$ cat src/rtl/core/bbc_pkg.sv
package bbc_pkg;

  localparam int STACK_DEPTH = 64;
  localparam int PTR_W = $clog2(STACK_DEPTH);
  localparam int NEST_W = 6;
  localparam int BYTE_W = 8;

  typedef logic [PTR_W-1:0] ptr_t;

  localparam ptr_t DEPTH_MAX = PTR_W'(STACK_DEPTH - 1);

  localparam logic [BYTE_W-1:0] CHAR_NUL = 8'h00;
  localparam logic [BYTE_W-1:0] CHAR_QUOTE = 8'h22;
  localparam logic [BYTE_W-1:0] CHAR_LSQUARE = 8'h5B;
  localparam logic [BYTE_W-1:0] CHAR_RSQUARE = 8'h5D;
  localparam logic [BYTE_W-1:0] CHAR_LCURLY = 8'h7B;
  localparam logic [BYTE_W-1:0] CHAR_RCURLY = 8'h7D;

  localparam logic KIND_CURLY = 1'b0;
  localparam logic KIND_SQUARE = 1'b1;

  typedef enum logic [1:0] {
    ST_RUNNING = 2'd0,
    ST_PASS    = 2'd1,
    ST_FAIL    = 2'd2
  } status_t;

  typedef struct packed {
    status_t            status;
    logic [NEST_W-1:0]  nesting_depth;
  } result_t;

  function automatic logic [NEST_W-1:0] to_nest(ptr_t p);
    logic [NEST_W+PTR_W-1:0] w;
    w = {{NEST_W{1'b0}}, p};
    return w[NEST_W-1:0];
  endfunction

endpackage

$ cat src/rtl/core/bbc_if.sv
interface bbc_text_if;
  import bbc_pkg::*;
  logic              valid;
  logic              ready;
  logic [BYTE_W-1:0] text_byte;
  logic              last;
  modport source (output valid, output text_byte, output last, input ready);
  modport sink (input valid, input text_byte, input last, output ready);
endinterface

interface bbc_verdict_if;
  import bbc_pkg::*;
  logic              valid;
  logic              ready;
  logic [1:0]        status;
  logic [NEST_W-1:0] nesting_depth;
  modport source (output valid, output status, output nesting_depth, input ready);
  modport sink (input valid, input status, input nesting_depth, output ready);
endinterface

$ cat src/rtl/core/bbc_ram.sv
module bbc_ram #(
  parameter int DEPTH = 64,
  parameter int WIDTH = 1,
  localparam int AW = $clog2(DEPTH)
) (
  input  logic             clk,
  input  logic             wr_en,
  input  logic [AW-1:0]    wr_addr,
  input  logic [WIDTH-1:0] wr_data,
  input  logic [AW-1:0]    rd_addr,
  output logic [WIDTH-1:0] rd_data
);

  logic [WIDTH-1:0] mem [DEPTH];

  always_ff @(posedge clk) begin
    if (wr_en) begin
      mem[wr_addr] <= wr_data;
    end
  end

  always_ff @(posedge clk) begin
    rd_data <= mem[rd_addr];
  end

endmodule

$ cat src/rtl/core/bbc_stack_ctrl.sv
module bbc_stack_ctrl (
  input  logic                     clk,
  input  logic                     rst,
  input  logic                     xfer,
  input  logic [bbc_pkg::BYTE_W-1:0] text_byte,
  input  logic                     last,
  output bbc_pkg::result_t         result
);
  import bbc_pkg::*;

  // The top entry of the stack lives in top_kind; the memory holds the entries
  // below it, and the entry under the top is always prefetched.
  ptr_t depth;
  ptr_t depth_next;
  ptr_t depth_exam;
  logic top_kind;
  logic top_kind_next;
  logic top_exam;
  logic inside_quotes;
  logic inside_quotes_next;
  logic quote_exam;
  logic failed;
  logic failed_next;
  logic failed_exam;
  logic fwd_hit;
  logic fwd_hit_next;
  logic fwd_kind;

  logic want_push;
  logic want_pop;
  logic op_kind;
  logic do_push;
  logic do_pop;
  logic bad_op;
  logic ends;
  logic below_kind;
  logic ram_kind;
  logic wr_en;
  ptr_t wr_addr;
  ptr_t rd_addr;

  bbc_ram #(.DEPTH(STACK_DEPTH), .WIDTH(1)) u_ram (
    .clk     (clk),
    .wr_en   (wr_en),
    .wr_addr (wr_addr),
    .wr_data (top_kind),
    .rd_addr (rd_addr),
    .rd_data (ram_kind)
  );

  assign below_kind = fwd_hit ? fwd_kind : ram_kind;

  always_comb begin
    want_push = 1'b0;
    want_pop = 1'b0;
    op_kind = KIND_CURLY;
    quote_exam = inside_quotes;
    if (!failed && text_byte != CHAR_NUL) begin
      if (inside_quotes) begin
        if (text_byte == CHAR_QUOTE) begin
          quote_exam = 1'b0;
        end
      end else begin
        case (text_byte)
          CHAR_LCURLY: begin
            want_push = 1'b1;
            op_kind = KIND_CURLY;
          end
          CHAR_LSQUARE: begin
            want_push = 1'b1;
            op_kind = KIND_SQUARE;
          end
          CHAR_RCURLY: begin
            want_pop = 1'b1;
            op_kind = KIND_CURLY;
          end
          CHAR_RSQUARE: begin
            want_pop = 1'b1;
            op_kind = KIND_SQUARE;
          end
          CHAR_QUOTE: begin
            quote_exam = 1'b1;
          end
          default: begin
          end
        endcase
      end
    end

    do_push = want_push && (depth != DEPTH_MAX);
    do_pop = want_pop && (depth != '0) && (top_kind == op_kind);
    bad_op = (want_push && !do_push) || (want_pop && !do_pop);

    if (do_push) begin
      depth_exam = depth + PTR_W'(1);
      top_exam = op_kind;
    end else if (do_pop) begin
      depth_exam = depth - PTR_W'(1);
      top_exam = below_kind;
    end else begin
      depth_exam = depth;
      top_exam = top_kind;
    end
    failed_exam = failed || bad_op;

    ends = last || (text_byte == CHAR_NUL);
    result.nesting_depth = to_nest(depth_exam);
    if (!ends) begin
      result.status = ST_RUNNING;
    end else if (!failed_exam && depth_exam == '0) begin
      result.status = ST_PASS;
    end else begin
      result.status = ST_FAIL;
    end

    if (!xfer) begin
      depth_next = depth;
      top_kind_next = top_kind;
      inside_quotes_next = inside_quotes;
      failed_next = failed;
    end else if (ends) begin
      depth_next = '0;
      top_kind_next = top_exam;
      inside_quotes_next = 1'b0;
      failed_next = 1'b0;
    end else begin
      depth_next = depth_exam;
      top_kind_next = top_exam;
      inside_quotes_next = quote_exam;
      failed_next = failed_exam;
    end

    wr_en = xfer && do_push && (depth != '0);
    wr_addr = depth - PTR_W'(1);
    rd_addr = depth_next - PTR_W'(2);
    fwd_hit_next = wr_en && (wr_addr == rd_addr);
  end

  always_ff @(posedge clk) begin
    if (rst) begin
      depth <= '0;
      inside_quotes <= 1'b0;
      failed <= 1'b0;
      fwd_hit <= 1'b0;
    end else begin
      depth <= depth_next;
      inside_quotes <= inside_quotes_next;
      failed <= failed_next;
      fwd_hit <= fwd_hit_next;
    end
  end

  always_ff @(posedge clk) begin
    top_kind <= top_kind_next;
    fwd_kind <= top_kind;
  end

endmodule

$ cat src/rtl/core/bbc_out_buf.sv
module bbc_out_buf (
  input  logic             clk,
  input  logic             rst,
  input  logic             push,
  input  bbc_pkg::result_t din,
  output logic             can_accept,
  output logic             valid,
  input  logic             take,
  output bbc_pkg::result_t dout
);
  import bbc_pkg::*;

  result_t    ent [2];
  logic [1:0] count;
  logic [1:0] count_next;
  logic       wr_ptr;
  logic       rd_ptr;
  logic       pop;

  assign can_accept = (count != 2'd2);
  assign valid = (count != 2'd0);
  assign dout = ent[rd_ptr];
  assign pop = valid && take;

  always_comb begin
    count_next = count;
    if (push && !pop) begin
      count_next = count + 2'd1;
    end else if (pop && !push) begin
      count_next = count - 2'd1;
    end
  end

  always_ff @(posedge clk) begin
    if (rst) begin
      count <= 2'd0;
      wr_ptr <= 1'b0;
      rd_ptr <= 1'b0;
    end else begin
      count <= count_next;
      if (push) begin
        wr_ptr <= !wr_ptr;
      end
      if (pop) begin
        rd_ptr <= !rd_ptr;
      end
    end
  end

  always_ff @(posedge clk) begin
    if (push) begin
      ent[wr_ptr] <= din;
    end
  end

endmodule

$ cat src/rtl/core/bracket_balance_checker_unit.sv
// Checks that curly and square brackets in a byte stream nest and match, skipping
// text between double quotes, and gives one result per byte: the nesting depth after
// that byte and, on the byte that ends the string (last set or a zero byte), the
// verdict. The unit takes one byte every cycle while the output queue has room, and
// the result of a byte can be taken in the cycle after its transfer. The stack sits
// in a one-port-write, one-port-read memory; the top entry is held in a register and
// the entry under it is read ahead every cycle, with forwarding when a push writes
// the entry being read, so a push or pop of any kind never stalls the input. A
// two-entry output queue lets the input keep flowing while a result waits to be taken.
module bracket_balance_checker_unit (
  input  logic          clk,
  input  logic          rst,
  bbc_text_if.sink      text_in,
  bbc_verdict_if.source verdict_out
);
  import bbc_pkg::*;

  logic    xfer;
  logic    can_accept;
  result_t result;
  result_t held;

  assign text_in.ready = can_accept;
  assign xfer = text_in.valid && can_accept;

  bbc_stack_ctrl u_ctrl (
    .clk       (clk),
    .rst       (rst),
    .xfer      (xfer),
    .text_byte (text_in.text_byte),
    .last      (text_in.last),
    .result    (result)
  );

  bbc_out_buf u_buf (
    .clk        (clk),
    .rst        (rst),
    .push       (xfer),
    .din        (result),
    .can_accept (can_accept),
    .valid      (verdict_out.valid),
    .take       (verdict_out.ready),
    .dout       (held)
  );

  assign verdict_out.status = held.status;
  assign verdict_out.nesting_depth = held.nesting_depth;

endmodule

$ cat src/flat_wrapper.sv
// flat-port wrapper written by rule: the top's interface ports become plain ports
module bracket_balance_checker_unit_flat import bbc_pkg::*;
  (clk, rst, text_in_valid, text_in_text_byte, text_in_last, text_in_ready, verdict_out_valid, verdict_out_status, verdict_out_nesting_depth, verdict_out_ready);
  bbc_text_if text_in_i ();
  bbc_verdict_if verdict_out_i ();
  input  logic clk;
  input  logic rst;
  input wire logic [$bits(text_in_i.valid)-1:0] text_in_valid;
  input wire logic [$bits(text_in_i.text_byte)-1:0] text_in_text_byte;
  input wire logic [$bits(text_in_i.last)-1:0] text_in_last;
  output wire logic [$bits(text_in_i.ready)-1:0] text_in_ready;
  output wire logic [$bits(verdict_out_i.valid)-1:0] verdict_out_valid;
  output wire logic [$bits(verdict_out_i.status)-1:0] verdict_out_status;
  output wire logic [$bits(verdict_out_i.nesting_depth)-1:0] verdict_out_nesting_depth;
  input wire logic [$bits(verdict_out_i.ready)-1:0] verdict_out_ready;
  assign text_in_i.valid = text_in_valid;
  assign text_in_i.text_byte = text_in_text_byte;
  assign text_in_i.last = text_in_last;
  assign text_in_ready = text_in_i.ready;
  assign verdict_out_valid = verdict_out_i.valid;
  assign verdict_out_status = verdict_out_i.status;
  assign verdict_out_nesting_depth = verdict_out_i.nesting_depth;
  assign verdict_out_i.ready = verdict_out_ready;
  bracket_balance_checker_unit u_core (.clk(clk), .rst(rst), .text_in(text_in_i), .verdict_out(verdict_out_i));
endmodule
$ cat config.mk
export PLATFORM = sky130hd
export DESIGN_NAME = bracket_balance_checker_unit_flat
export DESIGN_NICKNAME = d
export VERILOG_FILES = /design/src/rtl/core/bbc_pkg.sv /design/src/rtl/core/bbc_if.sv /design/src/rtl/core/bbc_ram.sv /design/src/rtl/core/bbc_stack_ctrl.sv /design/src/rtl/core/bbc_out_buf.sv /design/src/rtl/core/bracket_balance_checker_unit.sv /design/src/flat_wrapper.sv
export SDC_FILE = /design/constraint.sdc
export NUM_CORES = 1
export LEC_CHECK = 0
export BUFFER_PORTS_ARGS = -buffer_cell sky130_fd_sc_hd__buf_2
export CORE_MARGIN = 4
export CORE_UTILIZATION = 31
export DETAILED_ROUTE_END_ITERATION = 12
export PLACE_DENSITY = 0.53
export SLEW_MARGIN = 10
export SYNTH_ARGS = -nofsm -noshare
export SYNTH_HDL_FRONTEND = slang
export SYNTH_SLANG_ARGS = --single-unit
$ cat constraint.sdc
create_clock -name clk -period 7.7 [get_ports clk]
set_clock_uncertainty 0.2 [all_clocks]
set_input_delay 0.77 -clock clk [delete_from_list [all_inputs] [get_ports clk]]
set_output_delay 0.77 -clock clk [all_outputs]
set_load 0.005 [all_outputs]
* Word-level counts from Yosys, hierarchy flattened
Memory sizes are Yosys's and may differ from the RTL's. A register that Yosys moved wholly into a read port is not among the register bits.
Cells that the tools add are included.
** Operators by class
- Equality and inequality tests :: 9
- Multiplexer cells :: 32
- Add/subtract/negate cells :: 5
- Reductions and logical operators :: 38
** Operator list (number)
- == test 8 x 7 -> 1 bit (second input constant) :: 4
- 2-to-1 mux 1 bit :: 24
- 2-to-1 mux 6 bit :: 4
- logical AND 1 bit :: 14
- == test 8 x 6 -> 1 bit (second input constant) :: 1
- logical NOT 1 bit :: 8
- logical NOT 8 bit :: 1
- 2-to-1 mux 2 bit :: 4
- nonzero test 2 bit :: 4
- nonzero test 8 bit :: 1
- adder 6 x 1 -> 6 bit (second input constant) :: 1
- == test 6 bit :: 1
- logical NOT 6 bit :: 1
- != test 6 bit (second input constant) :: 1
- nonzero test 6 bit :: 1
- OR reduction 2 bit :: 3
- subtractor 6 x 1 -> 6 bit (second input constant) :: 1
- subtractor 6 x 2 -> 6 bit (second input constant) :: 1
- AND reduction 2 bit :: 2
- logical OR 1 bit :: 3
- adder 2 x 1 -> 2 bit (second input constant) :: 1
- != test 2 bit (second input constant) :: 1
- subtractor 2 x 1 -> 2 bit (second input constant) :: 1
- == test 1 bit :: 1
** Storage, ports and cells
- Memories :: 2
- Memory bits (writable) :: 80
- Word-level logic and storage cells :: 95
- Bits in registers :: 15
- Input port bits :: 13
** Memory list
- u_core.u_ctrl.u_ram.mem :: words 64, bits a word 1, rd ports 1, clocked after memory_dff 1, wr ports 1, RTL line bbc_ram.sv:14 : logic [WIDTH-1:0] mem [DEPTH];
- u_core.u_buf.ent :: words 2, bits a word 8, rd ports 1, clocked after memory_dff 1, wr ports 1, RTL line bbc_out_buf.sv:13 : result_t ent [2];

* Logic depth before layout (Yosys ltp)
Gate-level depths: netlist of the first run.
- Depth after elaboration :: 15
- Mapped depth :: 17
- Mapped depth without buffers :: 13

* Hierarchy
Synthesis of the first run repeated with hierarchy kept, for this count alone.
** Unflattened totals
- Cells, all modules :: 423
- Area total of the unflattened synthesis :: 5041.1 um^2
** Modules (own cells, without submodules)
- bbc_ram :: area an instance 2914.0 um^2, cells each 204, instances 1
- bbc_stack_ctrl :: area an instance 1336.3 um^2, cells each 171, instances 1
- bbc_out_buf :: area an instance 784.5 um^2, cells each 47, instances 1
- bracket_balance_checker_unit :: area an instance 6.3 um^2, cells each 1, instances 1

* Least setup slack after synthesis of the first run
Ideal clock, no wire load.
- Path kind :: register -> register
- Start :: reg u_core.u_ctrl.top_kind
- End :: reg u_core.u_ctrl.u_ram.rd_data, read port of u_core.u_ctrl.u_ram.mem
- Setup slack :: 3.699 ns
- Data arrival time :: 3.726 ns
- Data required time :: 7.425 ns
- Setup time :: 0.075 ns
- Period minus slack after synthesis :: 4.001 ns
- Cell stages (with the launch flop) :: 15
- Path through :: edfxtp_1 -> xnor2_1 -> a311oi_4 -> and2_1 -> clkbuf_1 -> a211o_1 -> nand2_2 -> inv_4 -> buf_4 -> ha_1 -> buf_4 -> buf_2 -> mux4_2 -> o221a_1 -> o22ai_1
** On the way
- Longest elaborated chain between the ends :: 7
** RTL lines
- start: declaration :: RTL line bbc_stack_ctrl.sv:16 : logic top_kind;
- start signal: assignment :: RTL line bbc_stack_ctrl.sv:154 : top_kind <= top_kind_next;
- == test 1 bit :: RTL line bbc_stack_ctrl.sv:91 : do_pop = want_pop && (depth != '0) && (top_kind == op_kind);
- logical AND 1 bit :: RTL line bbc_stack_ctrl.sv:91
- 2-to-1 mux 6 bit :: RTL line bbc_stack_ctrl.sv:97 : end else if (do_pop) begin
- 2-to-1 mux 6 bit :: RTL line bbc_stack_ctrl.sv:94 : if (do_push) begin
- 2-to-1 mux 6 bit :: RTL line bbc_stack_ctrl.sv:121 : end else if (ends) begin
- 2-to-1 mux 6 bit :: RTL line bbc_stack_ctrl.sv:116 : if (!xfer) begin
- subtractor 6 x 2 -> 6 bit :: RTL line bbc_stack_ctrl.sv:135 : rd_addr = depth_next - PTR_W'(2);
- end: declaration :: RTL line bbc_ram.sv:11 : output logic [WIDTH-1:0] rd_data
Every way passes these cells.
A chain may end at the register's enable or synchronous reset.

* Final worst setup path of the first run
- Start :: reg u_core.u_ctrl.depth[0]
- End :: reg u_core.u_ctrl.u_ram.rd_data, read port of u_core.u_ctrl.u_ram.mem
** On the way
- Longest elaborated chain between the ends :: 8
- Elaborated cells on any way between the ends :: 12
- Classes of those cells :: add/sub (3); eq/ne (1); mux (4); reduce/logical (4)
** RTL lines
- start: declaration :: RTL line bbc_stack_ctrl.sv:13 : ptr_t depth;
- start signal: assignment :: RTL line bbc_stack_ctrl.sv:146 : depth <= depth_next;
- branches (longest 6 deep; another with subtractor 6 x 1 -> 6 bit)
- 2-to-1 mux 6 bit (*) :: RTL line bbc_stack_ctrl.sv:116
- subtractor 6 x 2 -> 6 bit (*) :: RTL line bbc_stack_ctrl.sv:135
Mark *: on every way between the ends.

==> results.json, run 1 <==
{
  "area_growth_pct": 10.95,
  "worst_r2r_path_depth": 12,
  "fin_nets": 505,
  "endpoint": "u_core.u_ctrl.u_ram.rd_data",
  "yosysTopAreaCell": "edfxtp_1",
  "gp_congestion": 0.8722,
  "critPathMaxFanout": 19,
  "r2r_end": "u_core.u_ctrl.u_ram.rd_data",
  "postCtsHoldBufs": 0,
  "fin_util_pct": 35.38,
  "grt_overflow": 0,
  "crit_required_ns": 7.77,
  "num_antenna_cells": 0,
  "ant_nets": 0,
  "wl_mm": 12.55,
  "grt_pass1_vias": 3645,
  "ys_warn_count": 0,
  "period_needed_ns": 4.609,
  "power_mw": 1.199,
  "cts_root_buffer": "clkbuf_16",
  "maxSlewHeadroom_pct": 40.49,
  "antenna_found_initial": 0,
  "syn-instance-count": 478,
  "r2r_setup_slack_ns": 3.09,
  "grt_usage_pct": 13.93,
  "die_h_um": 136.5,
  "post-route-period-util_pct": 59.85,
  "drive_above_1_share_pct": 13.82,
  "drt_iter0_markers": 389,
  "cts_setup_buffers": 0,
  "finalSetupViolCount": 0,
  "ys_top_cells_by_area": "edfxtp_1 (47%), nor2_1 (6.4%), dfxtp_1 (6.3%), nand3_1 (4.9%), mux2_2 (2.4%)",
  "h-tree-depth": 3,
  "post-route-worst-setup-slack_ns": 3.091,
  "maxCapViolCount": 0,
  "hold_viol": 0,
  "syn_nets": 496,
  "synth_ff_type": "edfxtp_1",
  "grt_pass1_wl_mm": 19.84,
  "wire_per_inst_um": 17.72,
  "final_common_cell": "nor2_1",
  "setup_tns_ns": 0,
  "ir_drop_mv": 0.1380,
  "grt_max_degree": 67,
  "cts_max_path_buffers": 2,
  "max_freq_ghz": 0.2170,
  "leakage_nw": 1.900,
  "layout_common_cells": "nor2_1 (87), edfxtp_1 (81), nand3_1 (50), nand2_1 (30)",
  "tightest_slew_ns": 0.8927,
  "num_rows": 46,
  "rsz0062_at_grt": "no",
  "chipWidth_um": 136.5,
  "die_area_mm2": 0.01864,
  "post_cts_resized": 0,
  "synth_top_area_share_pct": 47.50,
  "clock-sinks": 97,
  "synth_cell_types": 71,
  "portBuffers": 22,
  "synth_area_per_cell_um2": 10.71,
  "cts_buffers": 9,
  "synth_area_mm2": 0.005121,
  "vias_per_cell": 5.339,
  "detailedPlacementHpwl_mm": 8.357,
  "place_ws_ns": 3.100,
  "drc_errors": 0,
  "powerDensity_mw_per_mm2": 211.0,
  "setup.worst_path.start": "u_core.u_ctrl.depth[0]",
  "hold_path_class": "reg -> reg",
  "dr.pass1.iters": 4,
  "clkTransAtPathRegs_ns": 0.07,
  "final_max_slew_viol_count": 0,
  "crit_arrival_ns": 4.68,
  "fillers": 1624,
  "async_flop_share_pct": 0,
  "outcome": "finished, final reports clean",
  "cp-end-kind": "register",
  "ys_seq_elements": 97,
  "synth_edf_count": 81,
  "ios": 23,
  "startpoint_type": "register",
  "cts_tree": "built",
  "initial_utilization_pct": 31.89,
  "holdWs_ns": 0.3107,
  "worstSetupPathType": "reg -> reg",
  "regToRegStartpoint": "u_core.u_ctrl.depth[0]",
  "worstSkewPairLatency_ns": 0.35,
  "synth_seq_area_share_pct": 53.75,
  "core_region_area_mm2": 0.01606,
  "via_count": 3780
}
==> critical path, cell delays in order (launching register included) <==
cell and delay (ns):
dfxtp_1 0.54, clkinv_1 0.38, ha_1 0.37, a311oi_4 0.46, and2_1 0.35, a211o_1 0.23, nand2_2 0.22, inv_4 0.27
ha_1 0.50, a31oi_1 0.26, a32oi_1 0.08, mux4_2 0.49, o22ai_1 0.15
==> flip-flops by register name, summed over array words and instances (netlist names), 2 cells and up, named ones only <==
register and cells:
u_core.u_ctrl.u_ram.mem 64, u_core.u_buf.ent 16, u_core.u_ctrl.depth 6, u_core.u_buf.count 2
==> worst min-delay path by stage <==
stage                       endpoint                  start  cells after the start
2_1_floorplan  u_core.u_buf.count[1]  u_core.u_buf.count[1]                      2
3_3_place_gp   u_core.u_buf.count[1]  u_core.u_buf.count[1]                      2
3_5_place_dp                register    u_core.u_buf.rd_ptr                      2
4_1_cts                     register    u_core.u_buf.rd_ptr                      2
5_1_grt          u_core.u_buf.rd_ptr    u_core.u_buf.rd_ptr                      2
6_report         u_core.u_buf.rd_ptr    u_core.u_buf.rd_ptr                      2
==> cell usage after synthesis, types with 3 or more instances <==
master	n
nor2_1	87
edfxtp_1	81
nand3_1	50
nand2_1	30
o21ai_0	22
dfxtp_1	16
xnor2_1	12
a21oi_1	11
clkbuf_1	11
mux2_2	11
xor2_1	9
a211oi_1	7
inv_1	7
mux2i_1	7
nor3_1	7
and2_1	6
buf_4	6
a31oi_1	5
a32oi_1	5
ha_1	5
or3_1	5
nor4_1	4
a21boi_0	3
a221oi_1	3
a22oi_1	3
buf_2	3
buf_6	3
nand2b_1	3
==> cells by family after synthesis <==
family | share of synthesized area, %
flip-flops | 53.75
AND/OR/NAND/NOR | 20.43
XOR/XNOR | 3.909
multiplexers | 5.106
AO/OA/AOI/OAI | 11.80
adder cells (fa/ha/maj) | 1.222
buffers and inverters | 3.787
==> per-layer routing <==
metal / track usage [%] / routed length (µm) / vias up
li1: - / - / 1790
met1: 19.01 / 5784 / 1867
met2: 22.21 / 5909 / 105
met3: 2.868 / 629 / 18
met4: 4.535 / 225 / 0
met5: 0 / 0 / -
==> where the power goes <==
part           total, mW  switching [mW]  internal (mW)
sequential         0.600          0.0139          0.587
combinational      0.113          0.0601         0.0524
clock              0.486           0.191          0.295
total               1.20           0.265          0.934
==> area by class of cell <==
cell class                      count  area, µm²  area share [%]
Multi-Input combinational cell    346       2175           38.27
Inverter                            9      36.28          0.6386
Clock buffer                       12      246.5           4.338
Clock inverter                      4      76.32           1.343
Timing Repair Buffer               24      125.1           2.202
Tap cell                          216      270.3           4.757
Sequential cell                    97       2753           48.45
==> stage by stage <==
stage	std cells	area (µm²)
final	708	5682
after global routing	708	5682
after CTS	708	5682
after detailed placement	692	5359
after global placement	692	5359
after floorplan	478	5121
(Power assumes the default switching activity.)
==> inputs of run 2 (changes only) <==
--- a/config.mk
+++ b/config.mk
@@ -5,6 +5,7 @@
 export SDC_FILE = /design/constraint.sdc
 export NUM_CORES = 1
 export LEC_CHECK = 0
+export ABC_AREA = 1
 export BUFFER_PORTS_ARGS = -buffer_cell sky130_fd_sc_hd__buf_2
 export CORE_MARGIN = 4
 export CORE_UTILIZATION = 31
==> constraint.sdc (replaced) <==
create_clock -name clk -period 4.7 [get_ports clk]
set_clock_uncertainty 0.2 [all_clocks]
set_input_delay 0.47 -clock clk [delete_from_list [all_inputs] [get_ports clk]]
set_output_delay 0.47 -clock clk [all_outputs]
set_load 0.005 [all_outputs]
==> results.json, run 2 <==
{
  "maxSlewHeadroom_pct": 52.23,
  "routed.top_layer": "met4",
  "holdWs_ns": 0.2378,
  "post_cts_resized": 0,
  "cts_tree": "built",
  "clock-sinks": 97,
  "synth_seq_area_share_pct": 52.47,
  "hold_path_class": "in -> reg",
  "instances_no_fill": 837,
  "regToRegStartpoint": "u_core.u_ctrl.depth[0]",
  "num_antenna_cells": 0,
  "grt_overflow": 0,
  "antenna_found_initial": 0,
  "multiInputGateArea_mm2": 0.002069,
  "critPathMaxFanout": 22,
  "top_register": "u_core.u_ctrl.u_ram.mem",
  "crit_arrival_ns": 3.75,
  "setup_tns_ns": 0,
  "crit_required_ns": 4.79,
  "worst_r2r_path_depth": 17,
  "die_h_um": 138.1,
  "design_area_mm2": 0.005806,
  "synth_common_cells": "nand2_1 (121), nor2_1 (94), nand3_1 (82), edfxtp_1 (81), inv_1 (70)",
  "register_area_mm2": 0.002753,
  "place_area_mm2": 0.005512,
  "syn_nets": 613,
  "synth_top_area_share_pct": 46.36,
  "wl_met3_um": 615,
  "r2r_setup_slack_ns": 1.04,
  "worstSetupPathType": "reg -> reg",
  "hold_viol": 0,
  "finalSetupViolCount": 0,
  "final_max_slew_viol_count": 0,
  "cts_root_buffer": "clkbuf_16",
  "cts_setup_buffers": 0,
  "holdPathStages": 2,
  "area_growth_pct": 10.66,
  "drt_iter0_markers": 365,
  "initial_utilization_pct": 31.64,
  "synth_ff_type": "edfxtp_1",
  "h-tree-depth": 3,
  "place_ws_ns": 0.9816,
  "maxCapViolCount": 0,
  "synth_area_mm2": 0.005246,
  "gp_congestion": 0.8598,
  "drive_above_1_share_pct": 13.94,
  "ir_drop_mv": 0.2375,
  "wl_mm": 12.35,
  "synth_area_per_cell_um2": 8.817,
  "die_area_mm2": 0.01907,
  "yosys.cell_count.top_type": "nand2_1",
  "period_needed_ns": 3.656,
  "synth_edf_count": 81,
  "core_region_area_mm2": 0.01658,
  "grt_usage_pct": 13.14,
  "cts_max_path_buffers": 2,
  "post-route-period-util_pct": 77.78,
  "layout_common_cells": "nand2_1 (121), nor2_1 (94), nand3_1 (82), edfxtp_1 (81), inv_1 (70)",
  "grt_max_degree": 67,
  "dr.pass1.iters": 5,
  "hold-path-endpoint": "u_core.u_ctrl.failed",
  "ios": 23,
  "max_freq_ghz": 0.2735,
  "chipWidth_um": 138.1,
  "ys_top_cells_by_area": "edfxtp_1 (46%), nand2_1 (8.7%), nand3_1 (7.8%), nor2_1 (6.7%), dfxtp_1 (6.1%)",
  "power_mw": 1.876,
  "synth_cell_types": 39,
  "ys_warn_count": 0,
  "final_common_cell": "nand2_1",
  "grt_pass1_vias": 3955,
  "detailedPlacementHpwl_mm": 8.779,
  "largestRegisters": "u_core.u_ctrl.u_ram.mem (64), u_core.u_buf.ent (16), u_core.u_ctrl.depth (6)",
  "portBuffers": 22,
  "startpoint_type": "register",
  "drc_errors": 0,
  "outcome": "finished, final reports clean",
  "wire_per_inst_um": 14.75,
  "rsz0062_at_grt": "no",
  "leakage_nw": 2.270,
  "fillers": 1720,
  "cts_buffers": 9,
  "wl_met2_mm": 6.111,
  "fin_nets": 630,
  "worstSkewPairLatency_ns": 0.35,
  "largest_reg_flops": 64,
  "yosysTopAreaCell": "edfxtp_1",
  "ys_seq_elements": 97,
  "clkTransAtPathRegs_ns": 0.07,
  "grt_pass1_wl_mm": 20.13,
  "postCtsHoldBufs": 0,
  "r2r_end": "u_core.u_ctrl.fwd_hit",
  "dp.cells": 821,
  "powerDensity_mw_per_mm2": 323.2,
  "async_flop_share_pct": 0,
  "ant_nets": 0,
  "num_rows": 47,
  "syn-instance-count": 595,
  "min_from": "rst",
  "post-route-worst-setup-slack_ns": 1.044,
  "m1WireLength_mm": 5.381,
  "vias_per_cell": 4.808,
  "cp-end-kind": "register",
  "tightest_slew_ns": 0.7147,
  "fin_util_pct": 35.01,
  "via_count": 4024
}
## run 2: cell types whose count changed in the layout (fill, tap and decap cells not counted), sizes merged, moves of 7 or more
| cell | delta |
|---|---|
| mux2i | -8 |
| nand2 | +104 |
| nand3 | +36 |
| nor2 | +13 |
| xnor2 | -12 |
| inv | +70 |
| nand3b | +12 |
| a211oi | -7 |
## run 2: layer usage
metal | global-route usage (%) | up-vias
met5 | 0 | -
met4 | 4.732 | 0
met3 | 3.798 | 19
met2 | 22.33 | 94
met1 | 15.93 | 1913
li1 | - | 1998
## run 2: power by group
part	switching, mW	internal, mW
clock	0.323	0.415
combinational	0.0983	0.0669
sequential	0.0158	0.958
## run 2: worst max path at each step
stage                                        endpoint  slack, ns  cells after the start                   start
final                           u_core.u_ctrl.fwd_hit       1.04                     17  u_core.u_ctrl.depth[0]
after global routing            u_core.u_ctrl.fwd_hit       0.73                     17  u_core.u_ctrl.depth[0]
after CTS                       u_core.u_ctrl.fwd_hit       1.09                     17  u_core.u_ctrl.depth[0]
after detailed placement  u_core.u_ctrl.u_ram.rd_data       0.98                     19    text_in_text_byte[4]
after global placement          u_core.u_ctrl.fwd_hit       1.10                     19    text_in_text_byte[2]
after floorplan           u_core.u_ctrl.u_ram.rd_data       1.33                     17  u_core.u_ctrl.top_kind
## run 2: critical path, stage by stage, from the launching register on
cell and delay [ns]:
dfxtp_1 0.39, inv_1 0.20, ha_1 0.18, nand3_1 0.08, nor3_1 0.19, nor2_1 0.11, nand3_2 0.24, nand2_2 0.08
nand3_2 0.09, nand2_4 0.07, a21oi_4 0.50, ha_1 0.49, o21ai_0 0.16, a21oi_1 0.14, o2111ai_1 0.12, a21oi_1 0.14
nand3_1 0.10, nor2_2 0.10
## run 2: final cells by class
type                    instances  share of cell area (%)
clock buffers                  10                   3.944
clock inverters                 6                   1.121
inverters                      78                   5.108
multi-input cells             403                   35.65
flip-flops and latches         97                   47.41
well taps                     220                   4.741
repair buffers                 23                   2.026
## run 2: cells by family after synthesis
group | count (synthesis) | share of synthesized area (%)
compound gates | 37 | 4.508
xor+xnor | 6 | 1.288
fa+ha+maj | 5 | 1.192
buf+inv | 95 | 8.085
flops | 97 | 52.47
mux | 8 | 1.717
simple gates | 347 | 30.74
==> inputs of run 3 (changes only) <==
--- a/config.mk
+++ b/config.mk
@@ -5,12 +5,12 @@
 export SDC_FILE = /design/constraint.sdc
 export NUM_CORES = 1
 export LEC_CHECK = 0
-export ABC_AREA = 1
+export ABC_AREA = 0
 export BUFFER_PORTS_ARGS = -buffer_cell sky130_fd_sc_hd__buf_2
 export CORE_MARGIN = 4
 export CORE_UTILIZATION = 31
 export DETAILED_ROUTE_END_ITERATION = 12
-export PLACE_DENSITY = 0.53
+export PLACE_DENSITY = 0.54
 export SLEW_MARGIN = 10
 export SYNTH_ARGS = -nofsm -noshare
 export SYNTH_HDL_FRONTEND = slang
==> constraint.sdc (replaced) <==
create_clock -name clk -period 3.3 [get_ports clk]
set_clock_uncertainty 0.2 [all_clocks]
set_input_delay 0.33 -clock clk [delete_from_list [all_inputs] [get_ports clk]]
set_output_delay 0.33 -clock clk [all_outputs]
set_load 0.005 [all_outputs]
==> results.json, run 3 (synthesis gave the netlist of run 1 again) <==
{
  "startpoint_type": "register",
  "place_ws_ns": -0.09189,
  "hold_viol": 0,
  "grt_max_degree": 66,
  "clock-sinks": 97,
  "worstSetupPathType": "reg -> reg",
  "period_needed_ns": 3.123,
  "cp-end-kind": "register",
  "largest_reg_flops": 64,
  "cts_max_path_buffers": 2,
  "area_growth_pct": 20.99,
  "fillers": 1601,
  "die_h_um": 136.5,
  "drt_iter0_markers": 334,
  "ir_drop_mv": 0.3085,
  "max_freq_ghz": 0.3202,
  "antenna_found_initial": 0,
  "r2r_setup_slack_ns": 0.18,
  "post-route-worst-setup-slack_ns": 0.1767,
  "portBuffers": 22,
  "grt_overflow": 0,
  "h-tree-depth": 3,
  "final_common_cell": "nor2_1",
  "ant_nets": 0,
  "drive_above_1_share_pct": 25.23,
  "design_area_mm2": 0.006196,
  "chipWidth_um": 136.5,
  "setup_tns_ns": 0,
  "num_rows": 46,
  "fin_util_pct": 38.59,
  "cts_tree": "built",
  "crit_required_ns": 3.39,
  "critPathMaxFanout": 16,
  "leakage_nw": 2.189,
  "largestRegisters": "u_core.u_ctrl.u_ram.mem (64), u_core.u_buf.ent (16), u_core.u_ctrl.depth (6)",
  "finalSetupViolCount": 0,
  "worst_r2r_path_depth": 13,
  "endpoint": "u_core.u_ctrl.u_ram.rd_data",
  "place_area_mm2": 0.005813,
  "powerDensity_mw_per_mm2": 450.0,
  "detailedPlacementHpwl_mm": 9.221,
  "initial_utilization_pct": 31.89,
  "cts_root_buffer": "clkbuf_16",
  "final_max_slew_viol_count": 0,
  "ios": 23,
  "outcome": "finished, final reports clean",
  "crit_arrival_ns": 3.21,
  "maxSlewHeadroom_pct": 52.60,
  "worstSkewPairLatency_ns": 0.36,
  "hold_path_class": "in -> reg",
  "grt_usage_pct": 14.57,
  "wl_mm": 13.00,
  "regToRegStartpoint": "u_core.u_ctrl.depth[0]",
  "gp_congestion": 0.8525,
  "post-route-period-util_pct": 94.64,
  "dr.pass1.iters": 5,
  "top_register": "u_core.u_ctrl.u_ram.mem",
  "cts_buffers": 9,
  "setup.worst_path.start": "u_core.u_ctrl.depth[0]",
  "via_count": 3929,
  "wire_per_inst_um": 17.04,
  "die_area_mm2": 0.01864,
  "maxCapViolCount": 0,
  "r2r_end": "u_core.u_ctrl.u_ram.rd_data",
  "layout_common_cells": "nor2_1 (87), edfxtp_1 (81), buf_4 (55), nand3_1 (49), nand2_1 (30)",
  "num_antenna_cells": 0,
  "grt_pass1_vias": 3906,
  "tightest_slew_ns": 0.7083,
  "holdWs_ns": 0.1372,
  "drc_errors": 0,
  "core_region_area_mm2": 0.01606,
  "vias_per_cell": 5.149,
  "clkTransAtPathRegs_ns": 0.08,
  "fin_nets": 560,
  "grt_pass1_wl_mm": 20.74
}
-- run 3: changes by cell type in the layout (fill, tap and decap cells not counted), moves of 9 or more --
cell      previous run  this run
inv_1               70         7
buf_4                1        55
o21ai_0             12        22
nand3b_1            14         2
nand2_1            121        30
xnor2_1              1        10
nand3_1             82        49
-- run 3: what timing repair did --
| item | 4_1_cts | 5_1_grt |
|---|---|---|
| setup buffers | 0 | 0 |
| setup endpoints to repair | 0 | 4 |
| hold buffers | 0 | 0 |
| resized for setup | 0 | 15 |
-- run 3: per-stage QoR --
step                total power [mW]  instances
floorplan                      1.603        478
global placement               1.711        747
detailed placement             1.717        747
CTS                            2.822        763
global route                   2.915        763
finish                         2.788        763
-- run 3: cell type report --
class                      instances  area (µm²)  area share [%]
clock buffer                       9       225.2           3.635
clock inverter                     7       88.84           1.434
inverter                           9       36.28          0.5856
multi-input combinational        346        2276           36.73
sequential                        97        2754           44.45
tap                              216       270.3           4.362
timing repair buffer              79       545.5           8.805
-- run 3: critical path, stage by stage (launching register included) --
cell and delay (ns):
dfxtp_2 0.37, clkinv_1 0.09, ha_1 0.24, a311oi_4 0.33
buf_6 0.17, a32o_1 0.19, a22oi_2 0.09, nand2_2 0.12
inv_4 0.05, ha_4 0.37, buf_4 0.15, mux4_2 0.28
o221a_1 0.23, o22ai_1 0.15
-- run 3: routing by layer --
layer | vias to the layer above | routed length [µm] | track usage [%]
met1 | 1902 | 5818 | 19.01
met5 | - | 0 | 0
met2 | 103 | 6241 | 23.63
met3 | 19 | 632 | 3.566
li1 | 1905 | - | -
met4 | 0 | 305 | 5.095
-- run 3: worst min path at each step --
stage | from | to | cells after the start
2_1_floorplan | rst | u_core.u_buf.count[1] | 1
3_3_place_gp | u_core.u_buf.count[1] | u_core.u_buf.count[1] | 2
3_5_place_dp | u_core.u_buf.rd_ptr | register | 2
4_1_cts | rst | u_core.u_ctrl.depth[5] | 2
5_1_grt | rst | u_core.u_ctrl.depth[4] | 2
6_report | rst | u_core.u_ctrl.depth[5] | 2
-- run 3: power breakdown --
part / total [mW] / internal, mW / switching, mW
Combinational: 0.287 / 0.141 / 0.145
Sequential: 1.40 / 1.37 / 0.0337
Clock: 1.10 / 0.605 / 0.495
